### src/sv/voxel_face_cull_mesher_assert.svh
// Assertion macros shared by the mesher modules.
`ifndef VOXEL_FACE_CULL_MESHER_ASSERT_SVH
`define VOXEL_FACE_CULL_MESHER_ASSERT_SVH

// Antecedent implies consequent in the same cycle.
`define VFCM_ASSERT_IMP(label, clk, rst_n, ante, cons, msg) \
    label: assert property (@(posedge clk) disable iff (!rst_n) (ante) |-> (cons)) \
        else $error(msg);

// Antecedent implies consequent in the following cycle.
`define VFCM_ASSERT_NXT(label, clk, rst_n, ante, cons, msg) \
    label: assert property (@(posedge clk) disable iff (!rst_n) (ante) |=> (cons)) \
        else $error(msg);

`endif

### src/sv/vfcm_pkg.sv
`timescale 1ns / 1ps
`default_nettype none

package vfcm_pkg;

    localparam int EDGE_DEF = 32;

    localparam int KIND_W  = 2;
    localparam int COORD_W = 5;
    localparam int VERT_W  = 6;
    localparam int FACE_W  = 3;
    localparam int NORM_W  = 30;
    localparam int COUNT_W = 18;
    localparam int NFACE   = 6;

    localparam int QDEPTH = 4;
    localparam int QAW    = $clog2(QDEPTH);

    localparam logic [KIND_W-1:0] KIND_WRITE = 2'd0;
    localparam logic [KIND_W-1:0] KIND_MESH  = 2'd1;
    localparam logic [KIND_W-1:0] KIND_CLEAR = 2'd2;

    localparam logic [FACE_W-1:0] FACE_NX = 3'd0;
    localparam logic [FACE_W-1:0] FACE_PX = 3'd1;
    localparam logic [FACE_W-1:0] FACE_NY = 3'd2;
    localparam logic [FACE_W-1:0] FACE_PY = 3'd3;
    localparam logic [FACE_W-1:0] FACE_NZ = 3'd4;
    localparam logic [FACE_W-1:0] FACE_PZ = 3'd5;

    // corner offsets as {x, y, z}, four per face in emission order
    localparam logic [2:0] CORNER_TAB [NFACE][4] = '{
        '{3'b000, 3'b010, 3'b011, 3'b001},
        '{3'b101, 3'b111, 3'b110, 3'b100},
        '{3'b000, 3'b001, 3'b101, 3'b100},
        '{3'b010, 3'b110, 3'b111, 3'b011},
        '{3'b100, 3'b110, 3'b010, 3'b000},
        '{3'b001, 3'b011, 3'b111, 3'b101}
    };

    typedef struct packed {
        logic               clr;
        logic [COORD_W-1:0] x;
        logic [COORD_W-1:0] y;
        logic [COORD_W-1:0] z;
        logic [NFACE-1:0]   mask;
    } t_job;

    typedef struct packed {
        logic full;
        logic empty;
    } t_q_stat;

    function automatic logic [NORM_W-1:0] face_normal(input logic [FACE_W-1:0] f);
        logic [NORM_W-1:0] n;
        unique case (f)
            FACE_NX: n = 30'h0000_0200;
            FACE_PX: n = 30'h0000_01ff;
            FACE_NY: n = 30'h0008_0000;
            FACE_PY: n = 30'h0007_fc00;
            FACE_NZ: n = 30'h2000_0000;
            FACE_PZ: n = 30'h1ff0_0000;
            default: n = '0;
        endcase
        return n;
    endfunction

    function automatic logic [2:0] corner_off(input logic [FACE_W-1:0] f,
                                              input logic [1:0] v);
        logic [2:0] o;
        o = '0;
        if (f <= FACE_PZ) begin
            o = CORNER_TAB[f][v];
        end
        return o;
    endfunction

    // lowest pending face, which keeps the -x .. +z order
    function automatic logic [FACE_W-1:0] first_face(input logic [NFACE-1:0] m);
        logic [FACE_W-1:0] f;
        f = FACE_NX;
        for (int i = NFACE - 1; i >= 0; i--) begin
            if (m[i]) begin
                f = FACE_W'(i);
            end
        end
        return f;
    endfunction

endpackage

`default_nettype wire

### src/sv/vfcm_if.sv
`timescale 1ns / 1ps
`default_nettype none


interface vfcm_out_if import vfcm_pkg::*; ();
    logic               valid;
    logic               ready;
    logic [VERT_W-1:0]  vert_x;
    logic [VERT_W-1:0]  vert_y;
    logic [VERT_W-1:0]  vert_z;
    logic [FACE_W-1:0]  face_dir;
    logic [NORM_W-1:0]  normal_word;
    logic [COUNT_W-1:0] faces_so_far;
    logic               last;

    modport source (output valid, vert_x, vert_y, vert_z, face_dir, normal_word,
                     faces_so_far, last, input ready);
    modport sink   (input valid, vert_x, vert_y, vert_z, face_dir, normal_word,
                     faces_so_far, last, output ready);
endinterface

`default_nettype wire

### src/sv/vfcm_back.sv
`timescale 1ns / 1ps
`default_nettype none
`include "voxel_face_cull_mesher_assert.svh"

module vfcm_back import vfcm_pkg::*; (
    input  logic       i_clk,
    input  logic       i_rst_n,
    input  t_job       i_head,
    input  t_q_stat    i_q_stat,
    output logic       o_pop,
    vfcm_out_if.source o_vert
);

    logic               r_busy;
    logic               r_ov;
    logic [1:0]         r_vert;
    logic [COUNT_W-1:0] r_count;
    t_job               r_job;

    logic [VERT_W-1:0]  r_vx;
    logic [VERT_W-1:0]  r_vy;
    logic [VERT_W-1:0]  r_vz;
    logic [FACE_W-1:0]  r_face;
    logic [NORM_W-1:0]  r_norm;
    logic [COUNT_W-1:0] r_faces;
    logic               r_last;

    logic               w_adv;
    logic               w_step;
    logic [FACE_W-1:0]  w_face;
    logic [2:0]         w_off;
    logic [NFACE-1:0]   w_rest;

    assign w_adv  = !r_ov || o_vert.ready;
    assign w_step = r_busy && w_adv;
    assign w_face = first_face(r_job.mask);
    assign w_off  = corner_off(w_face, r_vert);
    assign w_rest = r_job.mask & ~(NFACE'(1) << w_face);
    assign o_pop  = !r_busy && !i_q_stat.empty;

    always_ff @(posedge i_clk) begin
        if (!i_rst_n) begin
            r_busy  <= 1'b0;
            r_ov    <= 1'b0;
            r_vert  <= '0;
            r_count <= '0;
        end else begin
            if (o_pop) begin
                if (i_head.clr) begin
                    r_count <= '0;
                end else begin
                    r_busy <= 1'b1;
                    r_vert <= '0;
                end
            end
            if (w_step) begin
                r_ov   <= 1'b1;
                r_vert <= r_vert + 2'd1;
                if (r_vert == 2'd0) begin
                    r_count <= r_count + COUNT_W'(1);
                end
                if ((r_vert == 2'd3) && (w_rest == '0)) begin
                    r_busy <= 1'b0;
                end
            end else if (w_adv) begin
                r_ov <= 1'b0;
            end
        end
    end

    always_ff @(posedge i_clk) begin
        if (o_pop) begin
            r_job <= i_head;
        end
        if (w_step) begin
            // drop the face once its fourth corner goes out
            if (r_vert == 2'd3) begin
                r_job.mask <= w_rest;
            end
            r_vx    <= VERT_W'({1'b0, r_job.x}) + VERT_W'(w_off[2]);
            r_vy    <= VERT_W'({1'b0, r_job.y}) + VERT_W'(w_off[1]);
            r_vz    <= VERT_W'({1'b0, r_job.z}) + VERT_W'(w_off[0]);
            r_face  <= w_face;
            r_norm  <= face_normal(w_face);
            r_faces <= (r_vert == 2'd0) ? (r_count + COUNT_W'(1)) : r_count;
            r_last  <= (r_vert == 2'd3) && (w_rest == '0);
        end
    end

    assign o_vert.valid        = r_ov;
    assign o_vert.vert_x       = r_vx;
    assign o_vert.vert_y       = r_vy;
    assign o_vert.vert_z       = r_vz;
    assign o_vert.face_dir     = r_face;
    assign o_vert.normal_word  = r_norm;
    assign o_vert.faces_so_far = r_faces;
    assign o_vert.last         = r_last;

    `VFCM_ASSERT_IMP(a_busy_has_face, i_clk, i_rst_n, r_busy, r_job.mask != '0, "busy with no face")
    `VFCM_ASSERT_NXT(a_clear_count, i_clk, i_rst_n, o_pop && i_head.clr, r_count == '0, "count not cleared")

endmodule

`default_nettype wire

### src/flat_wrapper.sv
// flat-port wrapper written by rule: the top's interface ports become plain ports
module vfcm_back_flat import vfcm_pkg::*;
  (i_clk, i_rst_n, i_head, i_q_stat, o_pop, o_vert_valid, o_vert_vert_x, o_vert_vert_y, o_vert_vert_z, o_vert_face_dir, o_vert_normal_word, o_vert_faces_so_far, o_vert_last, o_vert_ready);
  vfcm_out_if o_vert_i ();
  input  logic i_clk;
  input  logic i_rst_n;
  input  t_job i_head;
  input  t_q_stat i_q_stat;
  output logic o_pop;
  output wire logic [$bits(o_vert_i.valid)-1:0] o_vert_valid;
  output wire logic [$bits(o_vert_i.vert_x)-1:0] o_vert_vert_x;
  output wire logic [$bits(o_vert_i.vert_y)-1:0] o_vert_vert_y;
  output wire logic [$bits(o_vert_i.vert_z)-1:0] o_vert_vert_z;
  output wire logic [$bits(o_vert_i.face_dir)-1:0] o_vert_face_dir;
  output wire logic [$bits(o_vert_i.normal_word)-1:0] o_vert_normal_word;
  output wire logic [$bits(o_vert_i.faces_so_far)-1:0] o_vert_faces_so_far;
  output wire logic [$bits(o_vert_i.last)-1:0] o_vert_last;
  input wire logic [$bits(o_vert_i.ready)-1:0] o_vert_ready;
  assign o_vert_valid = o_vert_i.valid;
  assign o_vert_vert_x = o_vert_i.vert_x;
  assign o_vert_vert_y = o_vert_i.vert_y;
  assign o_vert_vert_z = o_vert_i.vert_z;
  assign o_vert_face_dir = o_vert_i.face_dir;
  assign o_vert_normal_word = o_vert_i.normal_word;
  assign o_vert_faces_so_far = o_vert_i.faces_so_far;
  assign o_vert_last = o_vert_i.last;
  assign o_vert_i.ready = o_vert_ready;
  vfcm_back u_core (.i_clk(i_clk), .i_rst_n(i_rst_n), .i_head(i_head), .i_q_stat(i_q_stat), .o_pop(o_pop), .o_vert(o_vert_i));
endmodule
### config.mk
export PLATFORM = sky130hd
export DESIGN_NAME = vfcm_back_flat
export DESIGN_NICKNAME = d
export VERILOG_FILES = /design/src/sv/vfcm_pkg.sv /design/src/sv/vfcm_if.sv /design/src/sv/vfcm_back.sv /design/src/flat_wrapper.sv
export VERILOG_INCLUDE_DIRS = /design/src /design/src/sv
export SDC_FILE = /design/constraint.sdc
export NUM_CORES = 1
export LEC_CHECK = 0
export BUFFER_PORTS_ARGS = -buffer_cell sky130_fd_sc_hd__buf_4
export CAP_MARGIN = 15
export CORE_ASPECT_RATIO = 1.5
export CORE_UTILIZATION = 40
export CTS_BUF_LIST = sky130_fd_sc_hd__clkbuf_16
export DETAILED_ROUTE_END_ITERATION = 10
export MAX_ROUTING_LAYER = met4
export PLACE_DENSITY = 0.67
export SYNTH_ARGS = -nofsm -noshare
export SYNTH_HDL_FRONTEND = slang
export SYNTH_SLANG_ARGS = --single-unit
### constraint.sdc
create_clock -name i_clk -period 6.7 [get_ports i_clk]
set_clock_uncertainty 0.15 [all_clocks]
set_input_delay 0.67 -clock i_clk [delete_from_list [all_inputs] [get_ports i_clk]]
set_output_delay 0.67 -clock i_clk [all_outputs]
set_load 0.02 [all_outputs]
==> metrics.txt, run 1 <==
# TYPE chip_impl_metric gauge
chip_impl_metric{name="reg_clk_slew_reported_paths",unit="ps"} 60
chip_impl_metric{name="route.antenna.remaining_nets",unit=""} 0
chip_impl_metric{name="hold_buffer_count_at_cts",unit=""} 0
chip_impl_info{name="timing.critical_path.to_type",value="flip-flop"} 1
chip_impl_metric{name="antenna_found_initial",unit=""} 0
chip_impl_metric{name="worst_ep_required_time",unit="ps"} 6640
chip_impl_metric{name="detail_route.wl_per_cell",unit="microns"} 14.5
chip_impl_metric{name="postSynth.asyncResetShare",unit="%"} 0
chip_impl_metric{name="dieHeight",unit="microns"} 129
chip_impl_metric{name="antenna_diode_instance_count",unit=""} 0
chip_impl_metric{name="drt_iter0_drc",unit=""} 130
chip_impl_metric{name="max_freq",unit="GHz"} 0.301
chip_impl_metric{name="report.final.setup_viol",unit=""} 0
chip_impl_metric{name="grt_pass1_wl",unit="microns"} 13800
chip_impl_metric{name="routed-via-count",unit=""} 3089
chip_impl_metric{name="maxSlewHeadroom",unit="%"} 33.3
chip_impl_info{name="synth_top_family_by_area",value="simple AND/OR/NAND/NOR gates"} 1
chip_impl_metric{name="finalWirelength",unit="microns"} 8680
chip_impl_metric{name="area_delta_synth_final",unit="%"} 21.6
chip_impl_metric{name="power_density",unit="mW/mm^2"} 245
chip_impl_info{name="final_common_cell",value="buf_4"} 1
chip_impl_metric{name="timing.setup.tns",unit="ps"} 0
chip_impl_metric{name="final_max_slew_viol_count",unit=""} 0
chip_impl_metric{name="muxShareOfSynthArea",unit="%"} 0.728
chip_impl_metric{name="yosysWarnings",unit=""} 0
chip_impl_metric{name="groute.usage.overall",unit="%"} 16.7
chip_impl_metric{name="vias_in_the_first_global_route",unit=""} 2943
chip_impl_info{name="tritoncts",value="done"} 1
chip_impl_metric{name="synthesis.instances",unit=""} 382
chip_impl_metric{name="nets",unit=""} 492
chip_impl_info{name="worstHoldPathType",value="flip-flop to flip-flop"} 1
chip_impl_info{name="clockRootBuffer",value="clkbuf_16"} 1
chip_impl_metric{name="place.detailed.hpwl",unit="microns"} 6180
chip_impl_metric{name="filler_cell_count",unit=""} 990
chip_impl_metric{name="insertion_delay",unit="ps"} 330
chip_impl_metric{name="yosys.area_share.adder",unit="%"} 4.08
chip_impl_metric{name="coreArea",unit="sq mm"} 0.0105
chip_impl_metric{name="gpl.final_weighted_congestion",unit=""} 0.836
chip_impl_metric{name="cts_repair_resize_count",unit=""} 0
chip_impl_metric{name="p_leak",unit="nW"} 2.08
chip_impl_metric{name="area_of_the_mapped_netlist",unit="sq mm"} 0.00429
chip_impl_metric{name="worst_ep_arrival_time",unit="ps"} 3260
chip_impl_metric{name="compound_cell_area_share_of_the_yosys_netlist",unit="%"} 11.7
chip_impl_info{name="postSynth.topFlopCell",value="edfxtp_1"} 1
chip_impl_metric{name="yosys.cell_types.count",unit=""} 51
chip_impl_metric{name="max_cap_viol_count",unit=""} 0
chip_impl_metric{name="post_route_cells_drive_above_1_share",unit="%"} 27.2
chip_impl_metric{name="die_x",unit="microns"} 86.6
chip_impl_metric{name="synth_xor_area_share",unit="%"} 5.71
chip_impl_metric{name="critPathMaxFanout",unit=""} 9
chip_impl_info{name="final_cell_mix",value="buf_4, edfxtp_1, dfxtp_1, nand2_1, nor2_1"} 1
chip_impl_metric{name="clock_tree.buffer_depth",unit=""} 2
chip_impl_metric{name="row_count",unit=""} 46
chip_impl_metric{name="worstMarginPinSlew",unit="ps"} 1000
chip_impl_metric{name="grt_overflow_total",unit=""} 0
chip_impl_metric{name="synth_simple_gate_area_share",unit="%"} 15.2
chip_impl_metric{name="grt_max_degree",unit=""} 34
chip_impl_metric{name="timing.final.hold_violations",unit=""} 0
chip_impl_metric{name="port_buffers",unit=""} 97
chip_impl_info{name="cp_launch_type",value="flip-flop"} 1
chip_impl_metric{name="final_core_utilization",unit="%"} 49.6
chip_impl_metric{name="timing.final.crit_share",unit="%"} 49.6
chip_impl_metric{name="drt_drc_violations_left",unit=""} 0
chip_impl_metric{name="initial_core_util",unit="%"} 40.8
chip_impl_metric{name="post_syn_area_per_cell",unit="sq um"} 11.2
chip_impl_metric{name="synth-seq-cells",unit=""} 89
chip_impl_info{name="run_status",value="complete, no violations"} 1
chip_impl_metric{name="cts_max_level",unit=""} 3
chip_impl_metric{name="vdd.ir_drop.worst",unit="mV"} 0.124
chip_impl_info{name="rsz0062_at_grt",value="false"} 1
chip_impl_metric{name="synth_enable_flop_cells",unit=""} 61
chip_impl_info{name="criticalPathCategory",value="flip-flop to flip-flop"} 1
chip_impl_metric{name="firstDrtPassIters",unit=""} 4
chip_impl_metric{name="io_pins",unit=""} 99
chip_impl_metric{name="synthesized_nets",unit=""} 423
chip_impl_metric{name="cts_num_sinks",unit=""} 89
chip_impl_metric{name="cts_setup_buffers",unit=""} 0
chip_impl_metric{name="route.detailed.vias_per_inst",unit=""} 5.15
chip_impl_metric{name="cts_buffers",unit=""} 9
chip_impl_metric{name="full_die_area",unit="sq mm"} 0.0112
chip_impl_metric{name="min_clock_period_post_route",unit="ps"} 3320
chip_impl_metric{name="sequential_to_total_area_share_from_yosys_stat",unit="%"} 55.7
==> stage by stage <==
step / instances / total power [W] / hold WS (ps) / setup slack, ps / area [sq um]
floorplan: 382 / 0.000792 / 313 / 3630 / 4290
global placement: 584 / 0.000850 / 338 / 3410 / 4960
detailed placement: 584 / 0.000856 / 345 / 3330 / 4960
CTS: 600 / 0.00130 / 341 / 3320 / 5220
global route: 600 / 0.00134 / 342 / 3060 / 5220
finish: 600 / 0.00128 / 344 / 3380 / 5220
==> synth_stat cells (all sizes together) (4+ instances only) <==
cell     n  area share, %
o21ai   24            2.8
buf     31            5.1
ha      14            4.1
edfxtp  61             43
and2     8            1.2
clkbuf  10           0.87
a21oi    9            1.0
nor3     7            1.3
xor2    10            2.0
nand3   19            2.2
nor2    26            2.7
a21boi   9            1.6
and3     6           0.87
a22o     7            1.4
a31oi    4           0.58
dfxtp   28             13
inv     11           0.96
nand2   27            2.4
xnor2   18            3.7
nand4    5           0.73
nor2b    9            1.3
==> area by class of cell <==
class,instances,area [sq um],share of cell area (%)
sequential,89,2390,45.8
inverter,11,41.3,0.791
tap,144,180,3.45
clock buffer,9,225,4.31
timing repair buffer,99,743,14.2
clock inverter,7,31.3,0.599
multi-input combinational,241,1610,30.8
==> sequential cells by signal, indices dropped and copies added (netlist names), 2 cells and up <==
register and cells:
u_core.o_vert.vert_x 6, u_core.o_vert.faces_so_far 18, u_core.r_vert 2, u_core.o_vert.normal_word 6, u_core.o_vert.vert_z 6, u_core.o_vert.vert_y 6
u_core.r_count 18, u_core.o_vert.face_dir 3, u_core.r_job 21
==> where the power goes <==
part	internal (W)	switching, W	leakage [nW]
sequential	0.000623	0.0000229	0.819
clock	0.000244	0.000193	0.139
combinational	0.0000825	0.000114	1.12
==> critical path, stage by stage (launching register included) <==
cell	delay, ps
dfxtp_1	490
nor2b_1	240
o21ai_1	100
a21oi_1	320
inv_1	110
ha_1	270
and2_1	190
o22ai_1	150
a2bb2oi_1	80
a311oi_1	310
ha_1	260
ha_1	190
nand3_1	100
xnor2_1	130
==> logic make-up after synthesis <==
family	count (synthesis)
AND/OR/NAND/NOR	120
multiplexers	3
XOR/XNOR	28
AO/OA/AOI/OAI	76
flip-flops	89
buffers and inverters	52
adder cells (fa/ha/maj)	14
==> routing by layer <==
| layer | up-vias | wire length [microns] | GRT usage (%) |
|---|---|---|---|
| met5 | - | 0 | - |
| met1 | 1481 | 3370 | 17.1 |
| met4 | 0 | 181 | 7.35 |
| li1 | 1497 | - | - |
| met3 | 17 | 419 | 4.17 |
| met2 | 94 | 4710 | 29.7 |
==> worst paths after layout <==
path / from / to / slack [ps] / depth (start not counted)
worst max-delay path: u_core.r_job[5] / u_core.o_vert.vert_x[4] / 3380 / 13
worst min register to register: u_core.r_count[17] / u_core.r_count[17] / 340 / 1
worst min-delay path: u_core.r_count[17] / u_core.r_count[17] / 340 / 1
worst max register to register: u_core.r_job[5] / u_core.o_vert.vert_x[4] / 3380 / 13
Note: power is estimated with default switching activity, not from simulation.
==> inputs of run 2 (changes only) <==
--- a/config.mk
+++ b/config.mk
@@ -6,6 +6,7 @@
 export SDC_FILE = /design/constraint.sdc
 export NUM_CORES = 1
 export LEC_CHECK = 0
+export ABC_AREA = 1
 export BUFFER_PORTS_ARGS = -buffer_cell sky130_fd_sc_hd__buf_4
 export CAP_MARGIN = 15
 export CORE_ASPECT_RATIO = 1.5
==> constraint.sdc (replaced) <==
create_clock -name i_clk -period 3.41 [get_ports i_clk]
set_clock_uncertainty 0.15 [all_clocks]
set_input_delay 0.341 -clock i_clk [delete_from_list [all_inputs] [get_ports i_clk]]
set_output_delay 0.341 -clock i_clk [all_outputs]
set_load 0.02 [all_outputs]
==> run 2 against run 1 <==
Against the previous run: non-clock buffer count is 3 higher; flip-flop and latch count stayed put; largest power group unchanged; die area is 1.5% higher; critical path type unchanged; combinational power is 140% higher; first-iteration DRC count is 5.4% higher.
==> metrics.txt, run 2 <==
# TYPE chip_impl_metric gauge
chip_impl_info{name="run_status",value="complete, no violations"} 1
chip_impl_metric{name="firstDrtPassIters",unit=""} 4
chip_impl_info{name="timing.critical_path.to_type",value="flip-flop"} 1
chip_impl_metric{name="sequential_to_total_area_share_from_yosys_stat",unit="%"} 54.9
chip_impl_metric{name="antenna_found_initial",unit=""} 0
chip_impl_metric{name="max_freq",unit="GHz"} 0.348
chip_impl_info{name="final_cell_mix",value="nand2_1, buf_4, edfxtp_1, inv_1, o21ai_0"} 1
chip_impl_metric{name="min_delay_path_depth",unit=""} 1
chip_impl_metric{name="r2r_slack",unit="ps"} 540
chip_impl_metric{name="full_die_area",unit="sq mm"} 0.0113
chip_impl_metric{name="timing.final.crit_share",unit="%"} 84.2
chip_impl_info{name="r2r_end",value="u_core.o_vert.vert_z[4]"} 1
chip_impl_metric{name="multi_input_area",unit="sq mm"} 0.00151
chip_impl_metric{name="insertion_delay",unit="ps"} 340
chip_impl_metric{name="worstMarginPinSlew",unit="ps"} 628
chip_impl_metric{name="hold_buffer_count_at_cts",unit=""} 0
chip_impl_metric{name="synth_enable_flop_cells",unit=""} 61
chip_impl_metric{name="cts_num_sinks",unit=""} 89
chip_impl_metric{name="post_syn_area_per_cell",unit="sq um"} 9.35
chip_impl_info{name="postSynth.topFlopCell",value="edfxtp_1"} 1
chip_impl_metric{name="row_count",unit=""} 46
chip_impl_metric{name="finalWirelength",unit="microns"} 8740
chip_impl_info{name="worstHoldPathType",value="input pin to flip-flop"} 1
chip_impl_metric{name="grt_overflow_total",unit=""} 0
chip_impl_metric{name="drt_iter0_drc",unit=""} 137
chip_impl_metric{name="final_max_slew_viol_count",unit=""} 0
chip_impl_metric{name="place.detailed.hpwl",unit="microns"} 6520
chip_impl_info{name="synth.area.top_cells",value="edfxtp_1, dfxtp_1, nand2_1"} 1
chip_impl_info{name="clockRootBuffer",value="clkbuf_16"} 1
chip_impl_info{name="post-synth-top-count-cell",value="nand2_1"} 1
chip_impl_metric{name="gpl.final_weighted_congestion",unit=""} 0.869
chip_impl_metric{name="cts_repair_resize_count",unit=""} 0
chip_impl_metric{name="power_density",unit="mW/mm^2"} 509
chip_impl_metric{name="nets",unit=""} 584
chip_impl_info{name="critical_path.reg2reg.startpoint",value="u_core.r_job[3]"} 1
chip_impl_metric{name="routed-via-count",unit=""} 3267
chip_impl_info{name="netlist.top_cell.by_area",value="edfxtp_1"} 1
chip_impl_metric{name="route.antenna.remaining_nets",unit=""} 0
chip_impl_metric{name="area.sequential",unit="sq mm"} 0.00239
chip_impl_metric{name="finish.instance_area",unit="sq mm"} 0.00536
chip_impl_metric{name="p_leak",unit="nW"} 2.21
chip_impl_info{name="crit_path_cell_trace",value="nor2_1, nor3_1, inv_1, ha_1, inv_1, nand2_1, nand2_1, o21ai_1, nand3_1, nand2_1, nor2_1, ha_1, ha_1, nand3_1, xor2_1"} 1
chip_impl_metric{name="wl_met3",unit="microns"} 313
chip_impl_metric{name="cts_setup_buffers",unit=""} 0
chip_impl_metric{name="dieHeight",unit="microns"} 130
chip_impl_metric{name="timing.final.hold_violations",unit=""} 0
chip_impl_metric{name="clock_tree.buffer_depth",unit=""} 2
chip_impl_metric{name="io_pins",unit=""} 99
chip_impl_metric{name="route.detailed.vias_per_inst",unit=""} 4.72
chip_impl_info{name="top_layer",value="met4"} 1
chip_impl_metric{name="maxSlewHeadroom",unit="%"} 58.1
chip_impl_info{name="criticalPathCategory",value="flip-flop to flip-flop"} 1
chip_impl_metric{name="stdcell_count",unit=""} 692
chip_impl_metric{name="max_stage_delay",unit="ps"} 360
chip_impl_metric{name="initial_core_util",unit="%"} 41.2
chip_impl_metric{name="grt_pass1_wl",unit="microns"} 14100
chip_impl_metric{name="filler_cell_count",unit=""} 1019
chip_impl_metric{name="worst_ep_required_time",unit="ps"} 3350
chip_impl_metric{name="coreArea",unit="sq mm"} 0.0106
chip_impl_metric{name="area_of_the_mapped_netlist",unit="sq mm"} 0.00436
chip_impl_metric{name="cts_max_level",unit=""} 3
chip_impl_info{name="rsz0062_at_grt",value="false"} 1
chip_impl_metric{name="placedCellCount",unit=""} 676
chip_impl_metric{name="die_x",unit="microns"} 87.2
chip_impl_info{name="holdPathEnd",value="u_core.r_job[17]"} 1
chip_impl_metric{name="max_cap_viol_count",unit=""} 0
chip_impl_metric{name="detail_route.wl_per_cell",unit="microns"} 12.6
chip_impl_metric{name="wl_met2",unit="microns"} 4520
chip_impl_metric{name="final_core_utilization",unit="%"} 50.6
chip_impl_metric{name="critPathMaxFanout",unit=""} 4
chip_impl_info{name="hold_start",value="i_head[17]"} 1
chip_impl_metric{name="timing.setup.tns",unit="ps"} 0
chip_impl_info{name="largest_register_by_flop_count",value="u_core.r_job"} 1
chip_impl_metric{name="cts_buffers",unit=""} 9
chip_impl_metric{name="vdd.ir_drop.worst",unit="mV"} 0.312
chip_impl_info{name="synth_common_cells",value="nand2_1, edfxtp_1, inv_1"} 1
chip_impl_metric{name="synthesis.instances",unit=""} 466
chip_impl_metric{name="finalPower",unit="W"} 0.00273
chip_impl_info{name="tritoncts",value="done"} 1
chip_impl_metric{name="yosys.cell_types.count",unit=""} 34
chip_impl_metric{name="vias_in_the_first_global_route",unit=""} 3180
chip_impl_metric{name="placed_cell_area",unit="sq mm"} 0.00506
chip_impl_metric{name="rr_worst_depth",unit=""} 15
chip_impl_metric{name="m1WireLength",unit="microns"} 3760
chip_impl_metric{name="min_clock_period_post_route",unit="ps"} 2870
chip_impl_metric{name="area_delta_synth_final",unit="%"} 23.0
chip_impl_metric{name="netlist.area_leader.share",unit="%"} 42.0
chip_impl_metric{name="drt_drc_violations_left",unit=""} 0
chip_impl_metric{name="synthesized_nets",unit=""} 507
chip_impl_metric{name="reg_clk_slew_reported_paths",unit="ps"} 60
chip_impl_metric{name="port_buffers",unit=""} 97
chip_impl_metric{name="antenna_diode_instance_count",unit=""} 0
chip_impl_metric{name="post_route_cells_drive_above_1_share",unit="%"} 25.2
chip_impl_metric{name="worst_ep_arrival_time",unit="ps"} 2810
chip_impl_metric{name="synth-seq-cells",unit=""} 89
chip_impl_metric{name="groute.usage.overall",unit="%"} 16.6
chip_impl_metric{name="postSynth.asyncResetShare",unit="%"} 0
chip_impl_metric{name="largest_reg_flops",unit=""} 21
chip_impl_metric{name="grt_max_degree",unit=""} 37
chip_impl_metric{name="yosysWarnings",unit=""} 0
chip_impl_info{name="critPathSlowestCell",value="dfxtp_1"} 1
chip_impl_metric{name="report.final.setup_viol",unit=""} 0
chip_impl_info{name="cp_launch_type",value="flip-flop"} 1
[run 2: worst max path at each step]
stage                                from                      end  slack (ps)  depth (start not counted)
after floorplan           u_core.r_job[2]  u_core.o_vert.vert_z[4]         930                         15
after global placement    u_core.r_job[2]  u_core.o_vert.vert_z[4]         590                         15
after detailed placement  u_core.r_job[3]  u_core.o_vert.vert_z[4]         540                         15
after CTS                 u_core.r_job[3]  u_core.o_vert.vert_z[4]         510                         15
after global routing      u_core.r_job[2]  u_core.o_vert.vert_z[4]         250                         15
final                     u_core.r_job[3]  u_core.o_vert.vert_z[4]         540                         15
[run 2: area by class of cell]
type / instances / area share, %
sequential: 89 / 44.6
multi-input combinational: 284 / 28.1
timing repair buffer: 102 / 14.3
clock buffer: 9 / 4.20
inverter: 57 / 3.99
tap: 144 / 3.36
clock inverter: 7 / 1.45
[run 2: worst max-delay path: cells and delay by family, from the launching register on]
kind            cells  cell delay (ps)
fa+ha+maj           3              740
flops               1              360
buf+inv             2              220
simple gates        8              930
compound gates      1               70
xor+xnor            1              150
[run 2: logic make-up after synthesis]
logic type | Yosys count | synth area share (%)
AOI/OAI and AO/OA | 70 | 9.07
xor gates and xnor gates | 14 | 2.81
adders and majority gates | 14 | 4.02
buffers and inverters | 93 | 10.6
DFF | 89 | 54.9
and+or+nand+nor | 186 | 18.6
[run 2: per-layer routing]
layer,global-route usage (%),vias up
met4,5.69,0
li1,-,1680
met1,18.6,1511
met5,-,-
met3,3.61,12
met2,28.9,64
[run 2: power by group]
group	total, W	switching (W)	leakage, nW	internal (W)
clock	0.000988	0.000413	0.152	0.000575
combinational	0.000467	0.000296	1.24	0.000172
sequential	0.00128	0.0000377	0.817	0.00124
[run 2: stage by stage]
stage | setup slack [ps] | hold slack (ps)
2_1_floorplan | 928 | 290
3_3_place_gp | 590 | 316
3_5_place_dp | 538 | 327
4_1_cts | 513 | 14.3
5_1_grt | 249 | 11.3
6_report | 538 | 26.1
